$ cat config.mk
export PLATFORM = sky130hd
export DESIGN_NAME = hsv_to_rgb_color_convert
export DESIGN_NICKNAME = d
export VERILOG_FILES = /design/src/hw/rtl/hsvrgb_pkg.sv /design/src/hw/rtl/hsv_to_rgb_color_convert.sv
export SDC_FILE = /design/constraint.sdc
export NUM_CORES = 2
export LEC_CHECK = 0
export CAP_MARGIN = 20
export CORE_MARGIN = 2
export CORE_UTILIZATION = 62
export DETAILED_ROUTE_END_ITERATION = 8
export DONT_BUFFER_PORTS = 1
export PLACE_DENSITY = 0.89
export SETUP_SLACK_MARGIN = 0.4
export SYNTH_ARGS = -nofsm -noshare
export SYNTH_HDL_FRONTEND = slang
export SYNTH_SLANG_ARGS = --single-unit
$ cat constraint.sdc
create_clock -name clk -period 19.1 [get_ports clk]
set_input_delay 3.82 -clock clk [delete_from_list [all_inputs] [get_ports clk]]
set_output_delay 3.82 -clock clk [all_outputs]
set_load 0.02 [all_outputs]
$ cat src/hw/rtl/hsvrgb_pkg.sv
`timescale 1ns / 1ps

package hsvrgb_pkg;

    localparam int HUE_W   = 9;
    localparam int PCT_W   = 7;
    localparam int COLOR_W = 24;
    localparam int CHAN_W  = 8;

    localparam int PROD_W  = 2 * PCT_W;
    localparam int TRI_W   = 6;
    localparam int NUM_W   = 20;
    localparam int SCL_W   = 24;
    localparam int QUO_W   = 18;
    localparam int RCP_W   = 19;
    localparam int RCP_SH  = 28;

    localparam logic [HUE_W-1:0]  HUE_FULL  = 9'd360;
    localparam logic [PCT_W-1:0]  PCT_MAX   = 7'd100;
    localparam logic [RCP_W-1:0]  RECIP_625 = 19'd429497;

    localparam logic [2:0] SEC_RED_YEL = 3'd0;
    localparam logic [2:0] SEC_YEL_GRN = 3'd1;
    localparam logic [2:0] SEC_GRN_CYN = 3'd2;
    localparam logic [2:0] SEC_CYN_BLU = 3'd3;
    localparam logic [2:0] SEC_BLU_MAG = 3'd4;
    localparam logic [2:0] SEC_MAG_RED = 3'd5;

    typedef logic [2:0]        sector_t;
    typedef logic [NUM_W-1:0]  num_t;
    typedef logic [QUO_W-1:0]  quo_t;
    typedef logic [CHAN_W-1:0] chan_t;

    typedef struct packed {
        num_t full;
        num_t rise;
        num_t base;
    } num_trio_t;

endpackage

$ cat src/hw/rtl/hsv_to_rgb_color_convert.sv
`timescale 1ns / 1ps

// An accepted input transaction passes through the registered stages below to its output transaction.
// Throughput: one transaction per cycle; a stalled output holds every stage in place.
// Stages: clamp and sector, two percent products, channel numerators, scale by 17/64,
// one reciprocal multiply per channel, and the sector select into the output register.
// Reset clears the stage valid bits only; data registers are not reset.

module hsv_to_rgb_color_convert
(
    input  logic                              clk,
    input  logic                              rst_n,
    input  logic                              hsv_valid,
    output logic                              hsv_ready,
    input  logic [hsvrgb_pkg::HUE_W-1:0]      hue,
    input  logic [hsvrgb_pkg::PCT_W-1:0]      saturation,
    input  logic [hsvrgb_pkg::PCT_W-1:0]      value,
    output logic                              rgb_valid,
    input  logic                              rgb_ready,
    output logic [hsvrgb_pkg::COLOR_W-1:0]    color
);

    import hsvrgb_pkg::*;

    logic                  advance;

    logic [HUE_W-1:0]      hue_wrap;
    logic [PCT_W-1:0]      sat_clamp;
    logic [PCT_W-1:0]      val_clamp;
    sector_t               sector_next;
    logic [PCT_W-1:0]      span_pos;
    logic [PCT_W-1:0]      tri_wide;

    logic                  s1_valid_reg;
    logic [PCT_W-1:0]      s1_sat_reg;
    logic [PCT_W-1:0]      s1_val_reg;
    logic [TRI_W-1:0]      s1_tri_reg;
    sector_t               s1_sector_reg;

    logic                  s2_valid_reg;
    logic [PROD_W-1:0]     s2_chroma_reg;
    logic [PROD_W-1:0]     s2_offset_reg;
    logic [PCT_W-1:0]      s2_val_reg;
    logic [TRI_W-1:0]      s2_tri_reg;
    sector_t               s2_sector_reg;

    num_trio_t             s3_num_next;
    logic                  s3_valid_reg;
    num_trio_t             s3_num_reg;
    sector_t               s3_sector_reg;

    logic [SCL_W-1:0]      scl_full;
    logic [SCL_W-1:0]      scl_rise;
    logic [SCL_W-1:0]      scl_base;
    logic                  s4_valid_reg;
    quo_t                  s4_full_reg;
    quo_t                  s4_rise_reg;
    quo_t                  s4_base_reg;
    sector_t               s4_sector_reg;

    logic [QUO_W+RCP_W-1:0] prod_full;
    logic [QUO_W+RCP_W-1:0] prod_rise;
    logic [QUO_W+RCP_W-1:0] prod_base;
    logic                  s5_valid_reg;
    chan_t                 s5_full_reg;
    chan_t                 s5_rise_reg;
    chan_t                 s5_base_reg;
    sector_t               s5_sector_reg;

    logic [COLOR_W-1:0]    color_next;
    logic                  out_valid_reg;
    logic [COLOR_W-1:0]    color_reg;

    assign advance   = !out_valid_reg || rgb_ready;
    assign hsv_ready = advance;
    assign rgb_valid = out_valid_reg;
    assign color     = color_reg;

    always_comb
    begin
        hue_wrap  = (hue >= HUE_FULL) ? (hue - HUE_FULL) : hue;
        sat_clamp = (saturation > PCT_MAX) ? PCT_MAX : saturation;
        val_clamp = (value > PCT_MAX) ? PCT_MAX : value;

        if (hue_wrap >= 9'd300)
            sector_next = SEC_MAG_RED;
        else if (hue_wrap >= 9'd240)
            sector_next = SEC_BLU_MAG;
        else if (hue_wrap >= 9'd180)
            sector_next = SEC_CYN_BLU;
        else if (hue_wrap >= 9'd120)
            sector_next = SEC_GRN_CYN;
        else if (hue_wrap >= 9'd60)
            sector_next = SEC_YEL_GRN;
        else
            sector_next = SEC_RED_YEL;

        if (hue_wrap >= 9'd240)
            span_pos = PCT_W'(hue_wrap - 9'd240);
        else if (hue_wrap >= 9'd120)
            span_pos = PCT_W'(hue_wrap - 9'd120);
        else
            span_pos = PCT_W'(hue_wrap);

        tri_wide = (span_pos >= 7'd60) ? (7'd120 - span_pos) : span_pos;
    end

    always_comb
    begin
        s3_num_next.full = NUM_W'(s2_val_reg) * NUM_W'(6000);
        s3_num_next.base = NUM_W'(s2_offset_reg) * NUM_W'(60);
        s3_num_next.rise = NUM_W'(s2_chroma_reg) * NUM_W'(s2_tri_reg)
                         + NUM_W'(s2_offset_reg) * NUM_W'(60);
    end

    always_comb
    begin
        scl_full = {s3_num_reg.full, 4'b0000} + {4'b0000, s3_num_reg.full};
        scl_rise = {s3_num_reg.rise, 4'b0000} + {4'b0000, s3_num_reg.rise};
        scl_base = {s3_num_reg.base, 4'b0000} + {4'b0000, s3_num_reg.base};
    end

    always_comb
    begin
        prod_full = (QUO_W+RCP_W)'(s4_full_reg) * (QUO_W+RCP_W)'(RECIP_625);
        prod_rise = (QUO_W+RCP_W)'(s4_rise_reg) * (QUO_W+RCP_W)'(RECIP_625);
        prod_base = (QUO_W+RCP_W)'(s4_base_reg) * (QUO_W+RCP_W)'(RECIP_625);
    end

    always_comb
    begin
        case (s5_sector_reg)
            SEC_RED_YEL: color_next = {s5_full_reg, s5_rise_reg, s5_base_reg};
            SEC_YEL_GRN: color_next = {s5_rise_reg, s5_full_reg, s5_base_reg};
            SEC_GRN_CYN: color_next = {s5_base_reg, s5_full_reg, s5_rise_reg};
            SEC_CYN_BLU: color_next = {s5_base_reg, s5_rise_reg, s5_full_reg};
            SEC_BLU_MAG: color_next = {s5_rise_reg, s5_base_reg, s5_full_reg};
            default:     color_next = {s5_full_reg, s5_base_reg, s5_rise_reg};
        endcase
    end

    always_ff @(posedge clk or negedge rst_n)
    begin
        if (!rst_n)
        begin
            s1_valid_reg  <= 1'b0;
            s2_valid_reg  <= 1'b0;
            s3_valid_reg  <= 1'b0;
            s4_valid_reg  <= 1'b0;
            s5_valid_reg  <= 1'b0;
            out_valid_reg <= 1'b0;
        end
        else if (advance)
        begin
            s1_valid_reg  <= hsv_valid;
            s2_valid_reg  <= s1_valid_reg;
            s3_valid_reg  <= s2_valid_reg;
            s4_valid_reg  <= s3_valid_reg;
            s5_valid_reg  <= s4_valid_reg;
            out_valid_reg <= s5_valid_reg;
        end
    end

    always_ff @(posedge clk)
    begin
        if (advance)
        begin
            s1_sat_reg    <= sat_clamp;
            s1_val_reg    <= val_clamp;
            s1_tri_reg    <= TRI_W'(tri_wide);
            s1_sector_reg <= sector_next;

            s2_chroma_reg <= PROD_W'(s1_val_reg) * PROD_W'(s1_sat_reg);
            s2_offset_reg <= PROD_W'(s1_val_reg) * PROD_W'(PCT_MAX - s1_sat_reg);
            s2_val_reg    <= s1_val_reg;
            s2_tri_reg    <= s1_tri_reg;
            s2_sector_reg <= s1_sector_reg;

            s3_num_reg    <= s3_num_next;
            s3_sector_reg <= s2_sector_reg;

            s4_full_reg   <= scl_full[SCL_W-1:6];
            s4_rise_reg   <= scl_rise[SCL_W-1:6];
            s4_base_reg   <= scl_base[SCL_W-1:6];
            s4_sector_reg <= s3_sector_reg;

            s5_full_reg   <= prod_full[RCP_SH+CHAN_W-1:RCP_SH];
            s5_rise_reg   <= prod_rise[RCP_SH+CHAN_W-1:RCP_SH];
            s5_base_reg   <= prod_base[RCP_SH+CHAN_W-1:RCP_SH];
            s5_sector_reg <= s4_sector_reg;

            color_reg     <= color_next;
        end
    end

    a_stall_holds: assert property (@(posedge clk) disable iff (!rst_n)
        !advance |=> $stable({s1_valid_reg, s2_valid_reg, s3_valid_reg,
                              s4_valid_reg, s5_valid_reg, out_valid_reg}))
        else $error("pipeline valid bits moved during a stall");

    a_clamp_range: assert property (@(posedge clk) disable iff (!rst_n)
        s1_valid_reg |-> (s1_sat_reg <= PCT_MAX && s1_val_reg <= PCT_MAX &&
                          s1_tri_reg <= 6'd60 && s1_sector_reg <= SEC_MAG_RED))
        else $error("first stage holds an out-of-range operand");

    a_num_order: assert property (@(posedge clk) disable iff (!rst_n)
        s3_valid_reg |-> (s3_num_reg.base <= s3_num_reg.rise &&
                          s3_num_reg.rise <= s3_num_reg.full &&
                          s3_num_reg.full <= NUM_W'(600000)))
        else $error("channel numerators out of order");

endmodule

==> metrics.md <==
| Metric | Value |
|---|---|
| Status | `completed` |
| Slew HR | `27.74%` |
| Port Buffers | `0` |
| Max Cap Viol | `0` |
| Syn nets | `4706` |
| DR vias/cell | `5.606` |
| Worst-Skew Late Latency | `600 ps` |
| Setup tns final | `0 ps` |
| All-layer global routing usage | `25.23%` |
| Post-route ant nets | `0` |
| Final core occ | `66.11%` |
| Final setup vio count | `0` |
| Syn Std Cell Area | `36510 µm²` |
| CTS Buffer Depth | `3` |
| Wire length of the first global-routing pass | `123900 µm` |
| Initial core utilization | `63.04%` |
| Top post-synthesis cells by area | `fa_1 (30%), ha_1 (22%), edfxtp_1 (19%)` |
| Row count | `88` |
| CP max stage delay | `590 ps` |
| WL/cell | `17.12 µm` |
| Cts repair resizes | `0` |
| Post-route DRC violation count | `0` |
| CTS tree | `yes` |
| H-Tree Level Count | `1` |
| Final Slew Violations | `0` |
| TritonCTS buffer count | `28` |
| Detailed-route via count | `23960` |
| Filler instances | `4047` |
| First DRT Iteration DRCs | `1483` |
| Tcrit/Tclk final | `45.67%` |
| Area leader, netlist | `fa_1` |
| Die Y | `246.7 µm` |
| Hold Slack | `418.0 ps` |
| Top Ports | `53` |
| Hpwl dp | `60700 µm` |
| Layout Skew | `25.11 ps` |
| Share of the synthesized area in the top cell type | `30.05%` |
| Min Tclk post-route | `8724 ps` |
| Crit Path Max Fanout | `150` |
| Number of global-route vias before repair | `25960` |
| Crit path launch type | `primary input` |
| Yosys Warn Count | `0` |
| Hold Buf Count CTS | `0` |
| GRT overflow | `0` |
| WP buf/inv | `1` |
| Unrepaired setup endpoints after global routing | `no` |
| Area growth from synthesis to layout | `4.877%` |
| Crit path kind | `primary input to output port` |
| NumNets Final | `4696` |
| Worst Path Arrival | `4900 ps` |
| Max FFs per register | `54` |
| Core Area | `57920 µm²` |
| Die X | `246.7 µm` |
| EDFF count, synth | `231` |
| Critical Path RT | `15280 ps` |
| CP max-delay cell | `nor2b_1` |
| Root Buffer | `clkbuf_16` |
| Clock Sinks | `237` |
| Pre-Repair DR Iteration Count | `5` |
| Ys async rst share | `2.532%` |
| Worst slew pin tran | `1084 ps` |
| Die footprint | `60840 µm²` |
| Non-Filler Instances | `4273` |
| Crit path max-delay family | `simple AND/OR/NAND/NOR gates` |
| Layout cells sized above 1 | `2.481%` |
| Ys flop type | `edfxtp_1` |
| Unique masters post-synth | `78` |
| Clock transition at path regs | `60 ps` |
| Fmax | `0.1146 GHz` |
| Largest net degree at the start of global routing | `151` |
| Fin. Hold Viols | `0` |
| Min-Delay Path Class | `flop to flop` |
| # Post-CTS Setup Buffers | `0` |
| Placed insts | `4221` |
| Initial antenna violation count | `1` |
| CP Cell Sequence | `nor2b_1 -> inv_8` |
| Final WL | `73150 µm` |
| Sequential area share after synthesis | `19.41%` |
| Gpl congestion | `0.9728` |
| Post-Syn Instances | `3496` |
| Number of synthesized register bits | `237` |
| CP Capture Type | `output port` |
| Synth Area per Inst | `10.44 µm²` |
## through the flow
stage / setup slack [ps] / area [µm²]
CTS: 10270 / 38290
floorplan: 6692 / 36510
global route: 10230 / 38290
detailed placement: 10270 / 37330
global placement: 10350 / 37330
finish: 10380 / 38290
## cell families (layout without fill, tap and decap cells)
family / after synthesis / count (layout) / share of synthesized area (%)
other: 0 / 1 / 0
multiplexers: 14 / 14 / 0.4147
AND/OR/NAND/NOR: 556 / 556 / 7.550
XOR/XNOR: 149 / 149 / 3.595
adder cells (fa/ha/maj): 1183 / 1183 / 51.81
buffers and inverters: 953 / 964 / 9.805
flip-flops: 237 / 237 / 19.41
AO/OA/AOI/OAI: 404 / 404 / 7.410
## Yosys cell counts, types with 5 or more instances
| master | count |
|---|---|
| xor2_1 | 46 |
| nand2_1 | 172 |
| nand4_1 | 12 |
| or2_2 | 19 |
| nor2_1 | 102 |
| o211ai_1 | 13 |
| o21a_1 | 20 |
| o21bai_1 | 14 |
| a21o_1 | 43 |
| nor4_1 | 6 |
| a2111oi_0 | 6 |
| o311ai_0 | 5 |
| dfrtp_1 | 6 |
| o22ai_1 | 9 |
| clkbuf_1 | 40 |
| nand2b_1 | 22 |
| edfxtp_1 | 231 |
| nor3_1 | 32 |
| nor2b_1 | 37 |
| fa_1 | 548 |
| o21ai_0 | 88 |
| a211oi_1 | 21 |
| inv_1 | 910 |
| mux2i_1 | 8 |
| mux2_2 | 5 |
| nand3_1 | 30 |
| xnor2_1 | 102 |
| o31ai_1 | 6 |
| a211o_1 | 5 |
| ha_1 | 635 |
| o22a_1 | 9 |
| a221oi_1 | 9 |
| nor3b_1 | 5 |
| and3_1 | 20 |
| a31oi_1 | 10 |
| a21boi_0 | 6 |
| or3_1 | 10 |
| and2_1 | 73 |
| a21oi_1 | 98 |
## cell usage in the layout, fill, tap and decap left out, types with 6 or more instances in the layout
cell type	synthesis	layout
a2111oi_0	6	6
a211oi_1	21	21
a21boi_0	6	6
a21o_1	43	43
a21oi_1	98	98
a221oi_1	9	9
a31oi_1	10	10
and2_1	73	73
and3_1	20	20
clkbuf_16	0	28
dfrtp_1	6	6
edfxtp_1	231	231
fa_1	548	548
ha_1	635	635
inv_1	910	909
mux2i_1	8	8
nand2_1	172	172
nand2b_1	22	22
nand3_1	30	30
nand4_1	12	12
nor2_1	102	102
nor2b_1	37	37
nor3_1	32	32
nor4_1	6	6
o211ai_1	13	13
o21a_1	20	20
o21ai_0	88	88
o21bai_1	14	14
o22a_1	9	9
o22ai_1	9	9
o31ai_1	6	6
or2_2	19	19
or3_1	10	10
xnor2_1	102	102
xor2_1	46	46
## final cells by class
class | count | area [µm²] | share of cell area [%]
multi-input cells | 2306 | 25840 | 67.49
clock inverters | 18 | 235.2 | 0.6144
clock buffers | 33 | 719.4 | 1.879
flip-flops and latches | 237 | 7087 | 18.51
well taps | 765 | 957.2 | 2.500
inverters | 910 | 3423 | 8.941
repair buffers | 3 | 22.52 | 0.05882
diodes | 1 | 2.502 | 0.006536
## layer usage
layer	routed length (µm)	vias to the layer above	global-route usage (%)
li1	-	11200	-
met1	29520	11760	31.99
met2	36320	782	43.81
met3	4414	206	3.972
met4	2887	0	9.213
met5	0	-	0
## path summary, 6_finish.rpt
check	from	endpoint	slack, ps	cells past startpoint
setup / recovery	rgb_ready	hsv_ready	10380	2
hold / removal	s1_sector_reg[1]$_SDFFCE_PP0P_	s2_sector_reg[1]$_DFFE_PP_	420	0
setup reg to reg	s4_full_reg[5]$_DFFE_PP_	s5_full_reg[7]$_DFFE_PP_	12750	18
hold reg to reg	s1_sector_reg[1]$_SDFFCE_PP0P_	s2_sector_reg[1]$_DFFE_PP_	420	0
max in group asynchronous	rst_n	s4_valid_reg$_DFFE_PN0P_	16120	0
min in group asynchronous	rst_n	rgb_valid$_DFFE_PN0P_	2910	0
Power is left out: the tool's default activity adds up to more than one toggle a clock period on the data nets, which glitch-free logic cannot reach.
